==> config.mk <==
export PLATFORM = sky130hd
export DESIGN_NAME = rc_packet_decoder_hopper_flat
export DESIGN_NICKNAME = d
export VERILOG_FILES = /design/src/rtl/rcpd_pkg.sv /design/src/rtl/rcpd_if.sv /design/src/rtl/rcpd_assemble.sv /design/src/rtl/rc_packet_decoder_hopper.sv /design/src/flat_wrapper.sv
export SDC_FILE = /design/constraint.sdc
export NUM_CORES = 1
export LEC_CHECK = 0
export ABC_AREA = 1
export BUFFER_PORTS_ARGS = -buffer_cell sky130_fd_sc_hd__buf_2
export CORE_MARGIN = 2
export CORE_UTILIZATION = 45
export CTS_CLUSTER_DIAMETER = 150
export DETAILED_ROUTE_END_ITERATION = 6
export SLEW_MARGIN = 40
export SYNTH_ARGS = -nofsm -noshare
export SYNTH_HDL_FRONTEND = slang
export SYNTH_SLANG_ARGS = --single-unit
export TNS_END_PERCENT = 50
==> constraint.sdc <==
create_clock -name clk -period 22.9 [get_ports clk]
set_clock_uncertainty 0.2 [all_clocks]
set_input_delay 4.58 -clock clk [delete_from_list [all_inputs] [get_ports clk]]
set_output_delay 4.58 -clock clk [all_outputs]
set_load 0.01 [all_outputs]
==> src/rtl/rcpd_pkg.sv <==
`timescale 1ns / 1ps
package rcpd_pkg;

  localparam int PACKET_BYTES = 15;
  localparam int HOP_SLOTS    = 4;
  localparam int SUM_BYTES    = 14;
  localparam int HOP_REGS     = 4;

  localparam int COUNT_W     = $clog2(PACKET_BYTES + 1);
  localparam int STORE_DEPTH = SUM_BYTES + 1;
  localparam int STORE_W     = $clog2(STORE_DEPTH);
  localparam int HOP_W       = (HOP_SLOTS > 1) ? $clog2(HOP_SLOTS) : 1;
  localparam int HOP_SEL_W   = $clog2(HOP_REGS);
  localparam int CFG_IDX_W   = 3;

  localparam logic [7:0]  GOOD_HEADER  = 8'hA5;
  localparam logic [7:0]  EXPERT_CODE  = 8'hFA;
  localparam logic [2:0]  SKIP_LIMIT   = 3'd5;
  localparam logic [31:0] SKIP_MIN_GAP = 32'd500;
  localparam logic [31:0] SKIP_OFFSET  = 32'd250;
  localparam logic [31:0] SKIP_PERIOD  = 32'd3000;

  typedef enum logic [CFG_IDX_W-1:0] {
    REG_HOP_CHANNEL_0 = 3'd0,
    REG_HOP_CHANNEL_1 = 3'd1,
    REG_HOP_CHANNEL_2 = 3'd2,
    REG_HOP_CHANNEL_3 = 3'd3,
    REG_TIMING_HOLD   = 3'd4
  } cfg_reg_e;

  typedef struct packed {
    logic        good;
    logic [9:0]  roll;
    logic [9:0]  pitch;
    logic [9:0]  yaw;
    logic [9:0]  throttle;
    logic [5:0]  trim_pitch;
    logic [5:0]  trim_roll;
    logic [5:0]  trim_throttle;
    logic [5:0]  trim_yaw;
    logic [4:0]  flags;
    logic [31:0] ptime;
    logic [31:0] delta;
  } pkt_t;

  // (delta - offset) / period >= k + 1  <=>  delta >= offset + period * (k + 1)
  function automatic logic [31:0] skip_threshold(input logic [2:0] k);
    logic [31:0] thr;
    unique case (k)
      3'd0:    thr = SKIP_OFFSET + SKIP_PERIOD * 1;
      3'd1:    thr = SKIP_OFFSET + SKIP_PERIOD * 2;
      3'd2:    thr = SKIP_OFFSET + SKIP_PERIOD * 3;
      3'd3:    thr = SKIP_OFFSET + SKIP_PERIOD * 4;
      3'd4:    thr = SKIP_OFFSET + SKIP_PERIOD * 5;
      default: thr = '1;
    endcase
    return thr;
  endfunction

endpackage

==> src/rtl/rcpd_if.sv <==
`timescale 1ns / 1ps
interface rcpd_rx_if;
  logic        valid;
  logic        ready;
  logic [7:0]  rx_byte;
  logic        first_of_packet;
  logic [31:0] arrival_time;

  modport source(output valid, output rx_byte, output first_of_packet,
                 output arrival_time, input ready);
  modport sink(input valid, input rx_byte, input first_of_packet,
               input arrival_time, output ready);
endinterface

interface rcpd_res_if;
  logic       valid;
  logic       ready;
  logic       packet_good;
  logic [9:0] roll;
  logic [9:0] pitch;
  logic [9:0] yaw;
  logic [9:0] throttle;
  logic [5:0] trim_pitch;
  logic [5:0] trim_roll;
  logic [5:0] trim_throttle;
  logic [5:0] trim_yaw;
  logic [4:0] switch_flags;
  logic [7:0] tune_channel;

  modport source(output valid, output packet_good, output roll, output pitch,
                 output yaw, output throttle, output trim_pitch, output trim_roll,
                 output trim_throttle, output trim_yaw, output switch_flags,
                 output tune_channel, input ready);
  modport sink(input valid, input packet_good, input roll, input pitch,
               input yaw, input throttle, input trim_pitch, input trim_roll,
               input trim_throttle, input trim_yaw, input switch_flags,
               input tune_channel, output ready);
endinterface

==> src/rtl/rcpd_assemble.sv <==
`timescale 1ns / 1ps
module rcpd_assemble
  import rcpd_pkg::*;
(
  input  logic        clk,
  input  logic        rst,
  input  logic        accept,
  input  logic [7:0]  rx_byte,
  input  logic        first_of_packet,
  input  logic [31:0] arrival_time,
  input  logic [31:0] last_good_time,
  input  logic        pkt_take,
  output logic        pkt_valid,
  output pkt_t        pkt
);

  logic [7:0]         store [STORE_DEPTH];
  logic [COUNT_W-1:0] byte_count;
  logic [7:0]         running_sum;
  logic [31:0]        packet_time;

  logic [COUNT_W-1:0] cnt;
  logic [7:0]         sum;
  logic [31:0]        ptime;
  logic               live;
  logic               done;
  logic [7:0]         chk;
  pkt_t               pkt_next;

  always_comb begin
    cnt   = first_of_packet ? '0 : byte_count;
    sum   = first_of_packet ? '0 : running_sum;
    ptime = first_of_packet ? arrival_time : packet_time;
    live  = cnt < COUNT_W'(PACKET_BYTES);
    done  = accept && live && (cnt == COUNT_W'(PACKET_BYTES - 1));
    chk   = (cnt == COUNT_W'(SUM_BYTES)) ? rx_byte : store[SUM_BYTES];

    pkt_next.good          = (sum == chk) && (store[0] == GOOD_HEADER);
    pkt_next.roll          = {store[4][1:0], store[5]};
    pkt_next.pitch         = {store[6][1:0], store[7]};
    pkt_next.yaw           = {store[10][1:0], store[11]};
    pkt_next.throttle      = {store[8][1:0], store[9]};
    pkt_next.trim_pitch    = store[6][7:2];
    pkt_next.trim_roll     = store[4][7:2];
    pkt_next.trim_throttle = store[8][7:2];
    pkt_next.trim_yaw      = store[10][7:2];
    pkt_next.flags         = {store[3][7], store[2][3], store[1] == EXPERT_CODE,
                              store[2][1], store[2][0]};
    pkt_next.ptime         = ptime;
    pkt_next.delta         = ptime - last_good_time;
  end

  always_ff @(posedge clk) begin
    if (accept && live && (cnt <= COUNT_W'(SUM_BYTES))) begin
      store[cnt[STORE_W-1:0]] <= rx_byte;
    end
    if (done) begin
      pkt <= pkt_next;
    end
  end

  always_ff @(posedge clk) begin
    if (rst) begin
      byte_count  <= '0;
      running_sum <= '0;
      packet_time <= '0;
      pkt_valid   <= 1'b0;
    end else begin
      if (accept) begin
        packet_time <= ptime;
        if (live) begin
          byte_count  <= cnt + 1'b1;
          running_sum <= (cnt < COUNT_W'(SUM_BYTES)) ? sum + rx_byte : sum;
        end
      end
      if (done) begin
        pkt_valid <= 1'b1;
      end else if (pkt_take) begin
        pkt_valid <= 1'b0;
      end
    end
  end

endmodule

==> src/rtl/rc_packet_decoder_hopper.sv <==
`timescale 1ns / 1ps
// After its last byte, a result goes through pkt/pkt_valid, then the result registers.
// Throughput: one byte per cycle while rx.ready is high; one result per packet of PACKET_BYTES bytes.
// Input ready drops only while a finished packet waits behind an unread result.
// Reset (rst, synchronous, active high) clears the byte count, sum, times, hop
// slot, skip count, held trims and flags, and the configuration registers.
module rc_packet_decoder_hopper
  import rcpd_pkg::*;
(
  input  logic                 clk,
  input  logic                 rst,
  rcpd_rx_if.sink              rx,
  rcpd_res_if.source           result,
  input  logic                 cfg_we,
  input  logic [CFG_IDX_W-1:0] cfg_index,
  input  logic [7:0]           cfg_data
);

  logic [7:0]       hop_channel [HOP_REGS];
  logic             timing_hold;
  logic [HOP_W-1:0] hop_index;
  logic [31:0]      last_good_time;
  logic [2:0]       skip_count;
  logic [5:0]       held_trim_pitch;
  logic [5:0]       held_trim_roll;
  logic [5:0]       held_trim_throttle;
  logic [5:0]       held_trim_yaw;
  logic [4:0]       held_flags;

  logic             accept;
  logic             pkt_valid;
  pkt_t             pkt;
  logic             pkt_take;
  logic [31:0]      last_good_now;
  logic [HOP_W-1:0] hop_one;
  logic [HOP_W-1:0] hop_two;
  logic [HOP_W-1:0] hop_final;
  logic             take_skip;

  assign pkt_take = pkt_valid && (!result.valid || result.ready);
  assign rx.ready = !(pkt_valid && result.valid && !result.ready);
  assign accept   = rx.valid && rx.ready;

  // a good packet leaving this cycle already counts for the packet closing now
  assign last_good_now = (pkt_take && pkt.good) ? pkt.ptime : last_good_time;

  rcpd_assemble u_assemble (
    .clk             (clk),
    .rst             (rst),
    .accept          (accept),
    .rx_byte         (rx.rx_byte),
    .first_of_packet (rx.first_of_packet),
    .arrival_time    (rx.arrival_time),
    .last_good_time  (last_good_now),
    .pkt_take        (pkt_take),
    .pkt_valid       (pkt_valid),
    .pkt             (pkt)
  );

  always_comb begin
    hop_one   = (hop_index == HOP_W'(HOP_SLOTS - 1)) ? '0 : hop_index + 1'b1;
    hop_two   = (hop_one == HOP_W'(HOP_SLOTS - 1)) ? '0 : hop_one + 1'b1;
    take_skip = !pkt.good && !timing_hold && (skip_count < SKIP_LIMIT) &&
                (pkt.delta > SKIP_MIN_GAP) && (pkt.delta >= skip_threshold(skip_count));
    hop_final = take_skip ? hop_two : hop_one;
  end

  always_ff @(posedge clk) begin
    if (rst) begin
      for (int i = 0; i < HOP_REGS; i++) begin
        hop_channel[i] <= '0;
      end
      timing_hold <= 1'b0;
    end else if (cfg_we) begin
      case (cfg_reg_e'(cfg_index))
        REG_HOP_CHANNEL_0: hop_channel[0] <= cfg_data;
        REG_HOP_CHANNEL_1: hop_channel[1] <= cfg_data;
        REG_HOP_CHANNEL_2: hop_channel[2] <= cfg_data;
        REG_HOP_CHANNEL_3: hop_channel[3] <= cfg_data;
        REG_TIMING_HOLD:   timing_hold    <= cfg_data[0];
        default: ;
      endcase
    end
  end

  always_ff @(posedge clk) begin
    if (rst) begin
      hop_index          <= '0;
      last_good_time     <= '0;
      skip_count         <= '0;
      held_trim_pitch    <= '0;
      held_trim_roll     <= '0;
      held_trim_throttle <= '0;
      held_trim_yaw      <= '0;
      held_flags         <= '0;
      result.valid       <= 1'b0;
    end else begin
      if (pkt_take) begin
        hop_index    <= hop_final;
        result.valid <= 1'b1;
        if (pkt.good) begin
          last_good_time     <= pkt.ptime;
          skip_count         <= '0;
          held_trim_pitch    <= pkt.trim_pitch;
          held_trim_roll     <= pkt.trim_roll;
          held_trim_throttle <= pkt.trim_throttle;
          held_trim_yaw      <= pkt.trim_yaw;
          held_flags         <= pkt.flags;
        end else if (take_skip) begin
          skip_count <= skip_count + 1'b1;
        end
      end else if (result.ready) begin
        result.valid <= 1'b0;
      end
    end
  end

  always_ff @(posedge clk) begin
    if (pkt_take) begin
      result.packet_good   <= pkt.good;
      result.roll          <= pkt.good ? pkt.roll : '0;
      result.pitch         <= pkt.good ? pkt.pitch : '0;
      result.yaw           <= pkt.good ? pkt.yaw : '0;
      result.throttle      <= pkt.good ? pkt.throttle : '0;
      result.trim_pitch    <= pkt.good ? pkt.trim_pitch : held_trim_pitch;
      result.trim_roll     <= pkt.good ? pkt.trim_roll : held_trim_roll;
      result.trim_throttle <= pkt.good ? pkt.trim_throttle : held_trim_throttle;
      result.trim_yaw      <= pkt.good ? pkt.trim_yaw : held_trim_yaw;
      result.switch_flags  <= pkt.good ? pkt.flags : held_flags;
      result.tune_channel  <= hop_channel[HOP_SEL_W'(hop_final)];
    end
  end

endmodule

==> src/flat_wrapper.sv <==
// flat-port wrapper written by rule: the top's interface ports become plain ports
module rc_packet_decoder_hopper_flat import rcpd_pkg::*;
  (clk, rst, cfg_we, cfg_index, cfg_data, rx_valid, rx_rx_byte, rx_first_of_packet, rx_arrival_time, rx_ready, result_valid, result_packet_good, result_roll, result_pitch, result_yaw, result_throttle, result_trim_pitch, result_trim_roll, result_trim_throttle, result_trim_yaw, result_switch_flags, result_tune_channel, result_ready);
  rcpd_rx_if rx_i ();
  rcpd_res_if result_i ();
  input  logic clk;
  input  logic rst;
  input  logic cfg_we;
  input  logic [CFG_IDX_W-1:0] cfg_index;
  input  logic [7:0] cfg_data;
  input wire logic [$bits(rx_i.valid)-1:0] rx_valid;
  input wire logic [$bits(rx_i.rx_byte)-1:0] rx_rx_byte;
  input wire logic [$bits(rx_i.first_of_packet)-1:0] rx_first_of_packet;
  input wire logic [$bits(rx_i.arrival_time)-1:0] rx_arrival_time;
  output wire logic [$bits(rx_i.ready)-1:0] rx_ready;
  output wire logic [$bits(result_i.valid)-1:0] result_valid;
  output wire logic [$bits(result_i.packet_good)-1:0] result_packet_good;
  output wire logic [$bits(result_i.roll)-1:0] result_roll;
  output wire logic [$bits(result_i.pitch)-1:0] result_pitch;
  output wire logic [$bits(result_i.yaw)-1:0] result_yaw;
  output wire logic [$bits(result_i.throttle)-1:0] result_throttle;
  output wire logic [$bits(result_i.trim_pitch)-1:0] result_trim_pitch;
  output wire logic [$bits(result_i.trim_roll)-1:0] result_trim_roll;
  output wire logic [$bits(result_i.trim_throttle)-1:0] result_trim_throttle;
  output wire logic [$bits(result_i.trim_yaw)-1:0] result_trim_yaw;
  output wire logic [$bits(result_i.switch_flags)-1:0] result_switch_flags;
  output wire logic [$bits(result_i.tune_channel)-1:0] result_tune_channel;
  input wire logic [$bits(result_i.ready)-1:0] result_ready;
  assign rx_i.valid = rx_valid;
  assign rx_i.rx_byte = rx_rx_byte;
  assign rx_i.first_of_packet = rx_first_of_packet;
  assign rx_i.arrival_time = rx_arrival_time;
  assign rx_ready = rx_i.ready;
  assign result_valid = result_i.valid;
  assign result_packet_good = result_i.packet_good;
  assign result_roll = result_i.roll;
  assign result_pitch = result_i.pitch;
  assign result_yaw = result_i.yaw;
  assign result_throttle = result_i.throttle;
  assign result_trim_pitch = result_i.trim_pitch;
  assign result_trim_roll = result_i.trim_roll;
  assign result_trim_throttle = result_i.trim_throttle;
  assign result_trim_yaw = result_i.trim_yaw;
  assign result_switch_flags = result_i.switch_flags;
  assign result_tune_channel = result_i.tune_channel;
  assign result_i.ready = result_ready;
  rc_packet_decoder_hopper u_core (.clk(clk), .rst(rst), .rx(rx_i), .result(result_i), .cfg_we(cfg_we), .cfg_index(cfg_index), .cfg_data(cfg_data));
endmodule
-- Word level (Yosys, flattened, before mapping)
Memory sizes are Yosys's and may differ from the RTL's. A register that Yosys moved wholly into a read port is not among the register bits.
Cells that the tools add are included.
- register bits after elaboration: 253
- bits in latches: 0
- memory bits (writable): 152
- bits in read-only memories: 0
- bits of input ports: 57
- logic and storage cells: 133
- memories kept: 2
- memory list (name ; depth ; width ; read ports ; clocked after Yosys merged registers in ; write ports ; RTL line ; text):
    u_core.u_assemble.store ; 15 ; 8 ; 13 ; 10 ; 1 ; rcpd_assemble.sv:17 ; logic [7:0] store [STORE_DEPTH];
    u_core.hop_channel ; 4 ; 8 ; 1 ; 1 ; 4 ; rc_packet_decoder_hopper.sv:19 ; logic [7:0] hop_channel [HOP_REGS];
- add/subtract/negate cells: 6
- multiply operators: 0
- divide/modulo/power cells: 0
- magnitude comparators: 6
- equality and inequality tests: 14
- shift operators: 0
- mux-type cells: 45
- bitwise gates (word level): 4
- reduce and logical (&&, ||, !) cells: 28
- operators by type and width (kind ; count):
    one-hot mux 32 bit (5 select lines) ; 1
    two-way mux 32 bit ; 2
    two-way mux 8 bit ; 7
    >= comparator 32 bit ; 1
    greater-than comparator 32 x 9 -> 1 bit, second input constant ; 1
    subtractor 32 bit ; 1
    two-way mux 1 bit ; 24
    two-way mux 6 bit ; 4
    equality test 8 bit, second input constant ; 2
    logical AND 1 bit ; 13
    equality test 3 x 2 -> 1 bit, second input constant ; 4
    adder 8 bit ; 1
    equality test 8 bit ; 1
    < comparator 4 bit, second input constant ; 2
    AND reduction 2 bit ; 4
    equality test 3 x 1 -> 1 bit, second input constant ; 2
    equality test 3 bit, second input constant ; 2
    zero test 3 bit ; 2
    two-way mux 2 bit ; 3
    two-way mux 3 bit ; 2
    nonzero test 2 bit ; 3
    zero test 1 bit ; 5
    two-way mux 5 bit ; 1
    adder 2 x 1 -> 2 bit, second input constant ; 2
    9 further kinds ; 13

-- Logic depth before layout (Yosys ltp)
Gate-level depths: netlist (run 1).
- depth in word-level cells: 8
- gate-level depth with buffers: 26
- mapped depth without buffers: 25

-- Modules after synthesis
Synthesis (run 1) repeated with hierarchy kept, for this count alone.
- cell total of the unflattened synthesis: 2216
- area total of the unflattened synthesis: 20801.2 um2
- by module, submodules not included (module ; times used ; cells an instance ; area each (um2)):
    rcpd_assemble ; 1 ; 1253 ; 12291.8
    rc_packet_decoder_hopper ; 1 ; 963 ; 8509.4

-- Worst setup path after synthesis (run 1)
No wires, ideal clock.
- path type: in2reg
- start: in rx_first_of_packet
- end: reg, netlist name u_core.u_assemble.pkt[0]
- setup time: 0.631 ns
- data arrival time: 11.346 ns
- setup slack: 10.723 ns
- cell stages on the path: 7
- path through: clkbuf_1 > nor2_1 > ha_1 > a21oi_1 > inv_1 > clkbuf_1 > nor2_1
- longest elaborated chain between the ends: 4
- RTL lines (element ; RTL line ; text):
    start: declaration ; flat_wrapper.sv:13 ; input wire logic [$bits(rx_i.first_of_packet)-1:0] rx_first_of_packet;
    two-way mux 4 bit (*) ; rcpd_assemble.sv:31 ; cnt = first_of_packet ? '0 : byte_count;
    < comparator 4 bit ; rcpd_assemble.sv:34 ; live = cnt < COUNT_W'(PACKET_BYTES);
    logical AND 1 bit ; rcpd_assemble.sv:35 ; done = accept && live && (cnt == COUNT_W'(PACKET_BYTES - 1));
    logical AND 1 bit (*) ; rcpd_assemble.sv:35 ;
    net u_core.u_assemble.done ; rcpd_assemble.sv:26 ; logic done;
The timed path passes the listed nets; every way through them passes the cells marked *.
A chain may end at the register's enable or synchronous reset.

-- Worst setup path in the final report (run 1)
- start: in result_ready
- end: out rx_ready
- longest elaborated chain between the ends: 3
- RTL lines (element ; RTL line ; text):
    start: declaration ; flat_wrapper.sv:28 ; input wire logic [$bits(result_i.ready)-1:0] result_ready;
    zero test 1 bit ; rc_packet_decoder_hopper.sv:41 ; assign rx.ready = !(pkt_valid && result.valid && !result.ready);
    logical AND 1 bit ; rc_packet_decoder_hopper.sv:41 ;
    zero test 1 bit ; rc_packet_decoder_hopper.sv:41 ;
    end: declaration ; flat_wrapper.sv:15 ; output wire logic [$bits(rx_i.ready)-1:0] rx_ready;
No other way between the ends.

==> results of run 1 <==
==> where the power goes <==
part	leakage, nW	internal (mW)	switching (mW)
sequential	3.97	0.885	0.00306
clock	0.741	0.436	0.311
combinational	4.08	0.0367	0.0710
==> registers in the layout, summed over array words and instances (netlist names), 5 cells and up <==
register and count:
u_core.result.yaw 10, u_core.result.pitch 10, u_core.held_flags 5, u_core.result.roll 10
u_core.u_assemble.packet_time 32, u_core.u_assemble.running_sum 8, u_core.hop_channel 32, u_core.result.trim_yaw 6
u_core.u_assemble.pkt 134, u_core.result.trim_throttle 6, u_core.held_trim_yaw 6, u_core.result.throttle 10
u_core.result.trim_roll 6, u_core.held_trim_roll 6, u_core.held_trim_throttle 6, u_core.last_good_time 32
u_core.result.tune_channel 8, u_core.result.trim_pitch 6, u_core.held_trim_pitch 6, u_core.result.switch_flags 5
u_core.u_assemble.store 92
==> cell type report <==
class                           count  area, um^2  area share
Clock buffer                       69        1320     0.05986
Sequential cell                   449       12350      0.5601
Clock inverter                     17       214.0    0.009702
Tap cell                          539       674.4     0.03058
Timing Repair Buffer              152       837.1     0.03796
Multi-Input combinational cell   1006        5731      0.2599
Inverter                          246       924.6     0.04193
==> synth_stat cells, types with 4 or more instances <==
| cell | instances | area, um^2 |
|---|---|---|
| inv_1 | 242 | 908.4 |
| o21bai_1 | 4 | 30.03 |
| nor4_1 | 8 | 50.05 |
| xor2_1 | 27 | 236.5 |
| dfxtp_1 | 113 | 2262 |
| clkbuf_1 | 42 | 157.7 |
| o21a_1 | 9 | 67.56 |
| a21oi_1 | 124 | 620.6 |
| or2_2 | 7 | 43.79 |
| edfxtp_1 | 336 | 10090 |
| a31oi_1 | 7 | 43.79 |
| nor2_1 | 135 | 506.7 |
| a211oi_1 | 9 | 67.56 |
| ha_1 | 71 | 888.4 |
| nand4_1 | 17 | 106.4 |
| nor3_1 | 16 | 80.08 |
| nand2_1 | 263 | 987.2 |
| a221oi_1 | 5 | 43.79 |
| mux2i_1 | 32 | 320.3 |
| o21ai_0 | 155 | 775.7 |
| xnor2_1 | 12 | 105.1 |
| buf_1 | 4 | 15.01 |
| a21o_1 | 7 | 52.55 |
| nand3_1 | 64 | 320.3 |
==> worst paths after layout <==
path | start | to | cells after the start
worst max register to register | u_core.u_assemble.pkt[133] | u_core.u_assemble.pkt[22] | 18
worst min-delay path | u_core.u_assemble.store[7][7] | u_core.u_assemble.pkt[120] | 0
worst max-delay path | result_ready | rx_ready | 6
worst min register to register | u_core.u_assemble.store[7][7] | u_core.u_assemble.pkt[120] | 0
==> cell families (layout without fill, tap and decap cells) <==
kind of cell / count (synthesis) / count (layout)
and+or+nand+nor: 528 / 528
xor gates and xnor gates: 39 / 39
adders and majority gates: 73 / 73
muxes: 34 / 34
DFF: 449 / 449
buffers and inverters: 298 / 484
AOI/OAI and AO/OA: 332 / 332
==> metal layers <==
| layer | vias up | GRT usage | wire length [um] |
|---|---|---|---|
| met5 | - | 0 | 0 |
| met4 | 0 | 0.05002 | 641 |
| met3 | 53 | 0.03471 | 1648 |
| met2 | 199 | 0.2768 | 17450 |
| met1 | 5816 | 0.2437 | 18540 |
| li1 | 6287 | - | - |
==> summary.md, run 1 <==
| Metric | Value |
|---|---|
| Outcome | `finished clean` |
| Final Util | `0.5246` |
| Sequential area share after synthesis | `0.6435` |
| CTS max path bufs | `3` |
| Most common cell after layout, fill and taps aside | `edfxtp_1` |
| Setup ws final | `between 10 and 15 ns` |
| First-pass GRT wire length | `61,180 um` |
| Max Cap Viol | `0` |
| Synth Area in XOR/XNOR | `0.01779` |
| Core area | `42,040 um^2` |
| CP delay by family, top | `buffers and inverters` |
| Vias in the first global route | `11.89k` |
| CTS tree | `built` |
| # setup viols final | `0` |
| Clock Tree Root | `clkbuf_16` |
| Row cnt | `75` |
| Netlist cell types | `49` |
| Mapped Area | `19,200 um^2` |
| Critical path capture point type | `primary output` |
| Routed length per instance | `15.45 um` |
| Routability cong. | `0.8507` |
| Synth warn | `0` |
| Post-CTS setup buffer count | `0` |
| Final TNS setup | `0 ns` |
| Maximum vdd ir drop | `0.04947 mV` |
| Rel. slew slack | `0.4492` |
| NumNets Final | `2,031` |
| Power per cell area | `79.06 nW/um^2` |
| # DRC | `0` |
| Post-route cell area | `22,050 um^2` |
| Simple-Gate Fraction of Synth Area | `0.1194` |
| Combinational family with the most area after synthesis | `simple AND/OR/NAND/NOR gates` |
| Chip height | `210.5 um` |
| Post-Syn Nets | `between 1.5k and 2k` |
| Slew Viols, Final | `0` |
| Chip width | `210.5 um` |
| Num CTS Buffers | `between 40 and 50` |
| Total Routing Usage GR | `0.1742` |
| I/O pins | `approximately 140` |
| Most frequent cells in the layout | `336 x edfxtp_1, 262 x nand2_1, 240 x inv_1` |
| Largest net degree at the start of global routing | `101` |
| Min Tclk post-route | `9.918 ns` |
| R2R Setup Slk | `approximately 18 ns` |
| Number of synthesized flops with an enable pin | `336` |
| Fmax | `slightly above 100 MHz` |
| CP arrival | `5.14 ns` |
| RSZ-0062 raised after global routing | `false` |
| Fin cells | `2,478` |
| Hold buffers post-CTS | `0` |
| Fin. Hold Viols | `0` |
| Slowest CP cell | `nor2_1` |
| Antenna diode count | `0` |
| Max stage delay on crit path | `0.14 ns` |
| CP Buf/Inv Count | `4` |
| Layout cells sized above 1 | `0.1300` |
| Worst slack, placed | `between 10 and 15 ns` |
| Worst skew pair latency | `0.60 ns` |
| Async S/R FF share, synth | `0` |
| Post-synthesis mux area share | `0.01786` |
| #FFs+latches synth | `449` |
| Area of placed instances | `20,500 um^2` |
| Syn Area/Cell | `10.95 um^2` |
| Reg clk slew, reported paths | `roughly 0.060 ns` |
| Initial antenna violation count | `1` |
| Crit path required time | `18.12 ns` |
| Vias per cell | `approximately 5.0` |
| CP Launch Type | `input port` |
| Final Power | `1.744 mW` |
| Syn-to-layout area delta | `14.88%` |
| Slew @ Worst Pin | `a little over 0.8 ns` |
| Final hold slack | `~0.21 ns` |
| Overflow after GRT | `0` |
| Initial DRC Count | `roughly 650` |
| Placed Instances | `2,391` |
| Crit-path cells | `buf_2, inv_1, nand2_1, nor2_1, inv_1, buf_2` |
| Prevailing post-synth register cell | `edfxtp_1` |
| H-tree depth | `2` |
| Post-synthesis adder-cell area fraction | `0.04836` |
| Post-CTS sizing | `0` |
| Starting Density | `0.4566` |
| Via count | `12.36k` |
| Syn Inst Count | `1,753` |
| First drt pass iteration count | `5` |
| Final period util | `0.4331` |
| Antenna-violating nets left | `0` |
| Filler Cell Count | `3,692` |
| Complex-gate fraction of the synthesized area | `0.09366` |
| HP Class | `register to register` |
| Die area | `between 40,000 and 50,000 um^2` |
| CTS Sinks | `449` |
| DP Wirelength | `between 20,000 and 30,000 um` |
| Critical path peak fanout | `3` |
| Leakage | `slightly below 9 nW` |
| Post-Route WL | `38,270 um` |
| WS Path Type | `input port to primary output` |
| Port Buffers | `between 100 and 150` |
No activity file was read; power rests on OpenSTA's default activity.
==> run 2: changes to the inputs <==
clock period = 9.1 ns   (was 22.9 ns; I/O delays follow)
==> summary.md, run 2 (synthesis gave the netlist of run 1 again) <==
| Metric | Value |
|---|---|
| Outcome | `finished clean` |
| WS Path Type | `input port to register` |
| HP Class | `register to register` |
| Largest register FFs | `134` |
| Final Util | `0.5275` |
| First-pass GRT wire length | `63,200 um` |
| Overflow after GRT | `0` |
| Chip height | `210.5 um` |
| Routability cong. | `0.8559` |
| Rel. slew slack | `0.4470` |
| Fmax | `176.0 MHz` |
| CP arrival | `roughly 5.8 ns` |
| Core area | `42,040 um^2` |
| Initial DRC Count | `666` |
| Slew @ Worst Pin | `a little over 0.8 ns` |
| Max Cap Viol | `0` |
| CTS max path bufs | `3` |
| Fin. Hold Viols | `0` |
| Layout cells sized above 1 | `0.1387` |
| Final period util | `0.6242` |
| Post-CTS setup buffer count | `0` |
| RSZ-0062 raised after global routing | `false` |
| H-tree depth | `2` |
| Power per cell area | `205.8 nW/um^2` |
| CP Launch Type | `input port` |
| Most frequent cells in the layout | `336 x edfxtp_1, 262 x nand2_1, 240 x inv_1` |
| NumNets Final | `2,031` |
| Slew Viols, Final | `0` |
| Initial antenna violation count | `2` |
| Starting Density | `0.4566` |
| DP Wirelength | `about 27,000 um` |
| # setup viols final | `0` |
| Critical path capture point type | `register` |
| Final TNS setup | `0 ns` |
| Chip width | `210.5 um` |
| CTS tree | `built` |
| Antenna-violating nets left | `0` |
| Maximum vdd ir drop | `0.1159 mV` |
| Critical path peak fanout | `60` |
| Worst skew pair latency | `0.59 ns` |
| Num CTS Buffers | `47` |
| Row cnt | `75` |
| Port Buffers | `136` |
| Crit path required time | `9.21 ns` |
| Vias per cell | `around 5` |
| Syn-to-layout area delta | `15.52%` |
| Post-Route WL | `39,660 um` |
| Most common cell after layout, fill and taps aside | `edfxtp_1` |
| Via count | `~13k` |
| First drt pass iteration count | `5` |
| Total Routing Usage GR | `0.1805` |
| Die area | `44,330 um^2` |
| Hold buffers post-CTS | `0` |
| Largest net degree at the start of global routing | `91` |
| CTS Sinks | `449` |
| Min Tclk post-route | `between 5 and 6 ns` |
| Reg clk slew, reported paths | `0.06 ns` |
| I/O pins | `137` |
| Leakage | `~8.8 nW` |
| # DRC | `0` |
| Clock Tree Root | `clkbuf_16` |
| Antenna diode count | `0` |
| Filler Cell Count | `3,723` |
| Routed length per instance | `16.00 um` |
| Reg with most FFs | `u_core.u_assemble.pkt` |
| Vias in the first global route | `between 10k and 15k` |
| Post-CTS sizing | `0` |
run 2: cell count changes in the layout (fill, tap and decap cells not counted), moves of 2 or more:
cell	delta
buf_6	+2
bufinv_16	+6
clkbuf_1	-13
clkbuf_8	-3
clkinv_2	+5
clkinv_4	+2
clkinvlp_4	+4
inv_6	+2
nor2_1	-2
nor2_2	+2
run 2: per-layer routing:
metal  vias up  GRT usage  wire length [um]
met5         -          0                 0
met4         0    0.05464               812
met3        59    0.03367              2055
met2       256     0.2825             17970
met1      5891     0.2570             18820
li1       6294          -                 -
run 2: final cells by class:
| type | instances | area (um^2) | area share |
|---|---|---|---|
| clock buffer | 53 | 1230 | 0.05546 |
| clock inverter | 34 | 450.4 | 0.02031 |
| inverter | 246 | 924.6 | 0.04170 |
| multi-input combinational | 1006 | 5739 | 0.2588 |
| sequential | 449 | 12350 | 0.5570 |
| tap | 539 | 674.4 | 0.03041 |
| timing repair buffer | 151 | 804.5 | 0.03628 |
run 2: path summary, 6_finish.rpt:
path	start	end	slack (ns)	cells after the start
max	result_ready	u_core.u_assemble.pkt[24]	3.42	22
min	u_core.u_assemble.store[6][2]	u_core.u_assemble.pkt[87]	0.20	0
max reg2reg	u_core.u_assemble.pkt[133]	u_core.u_assemble.pkt[24]	4.41	18
min reg2reg	u_core.u_assemble.store[6][2]	u_core.u_assemble.pkt[87]	0.20	0
run 2: per-stage QoR:
step           cells  total power, mW  cell area [um^2]  hold slack [ns]  setup slack [ns]
2_1_floorplan   1753            2.464             19200           0.2003             1.960
3_3_place_gp    2391            2.550             20460           0.2008             2.876
3_5_place_dp    2391            2.554             20480           0.2045             2.746
4_1_cts         2478            4.621             22160           0.2084             3.351
5_1_grt         2478            4.737             22180           0.2232             3.024
6_report        2478            4.564             22180           0.2036             3.419
run 2: critical path: stages:
cell and delay [ns]:
buf_2 0.09, inv_1 0.03, nand2_1 0.10, nand2_2 0.05, buf_4 0.30, nor2_4 0.13
buf_4 0.46, inv_1 0.15, o21ai_0 0.36, inv_1 0.11, fa_1 0.44, inv_1 0.08
nand3_1 0.08, nand2_1 0.12, a21oi_1 0.10, o21ai_0 0.34, a21boi_0 0.21, o21ai_0 0.35
nand2_1 0.14, nor2_1 0.11, nor3_1 0.06, xnor2_1 0.13
run 2: power breakdown:
part / leakage, nW / internal (mW) / switching, mW
sequential: 3.97 / 2.23 / 0.00809
clock: 0.814 / 1.24 / 0.816
combinational: 4.06 / 0.0920 / 0.184
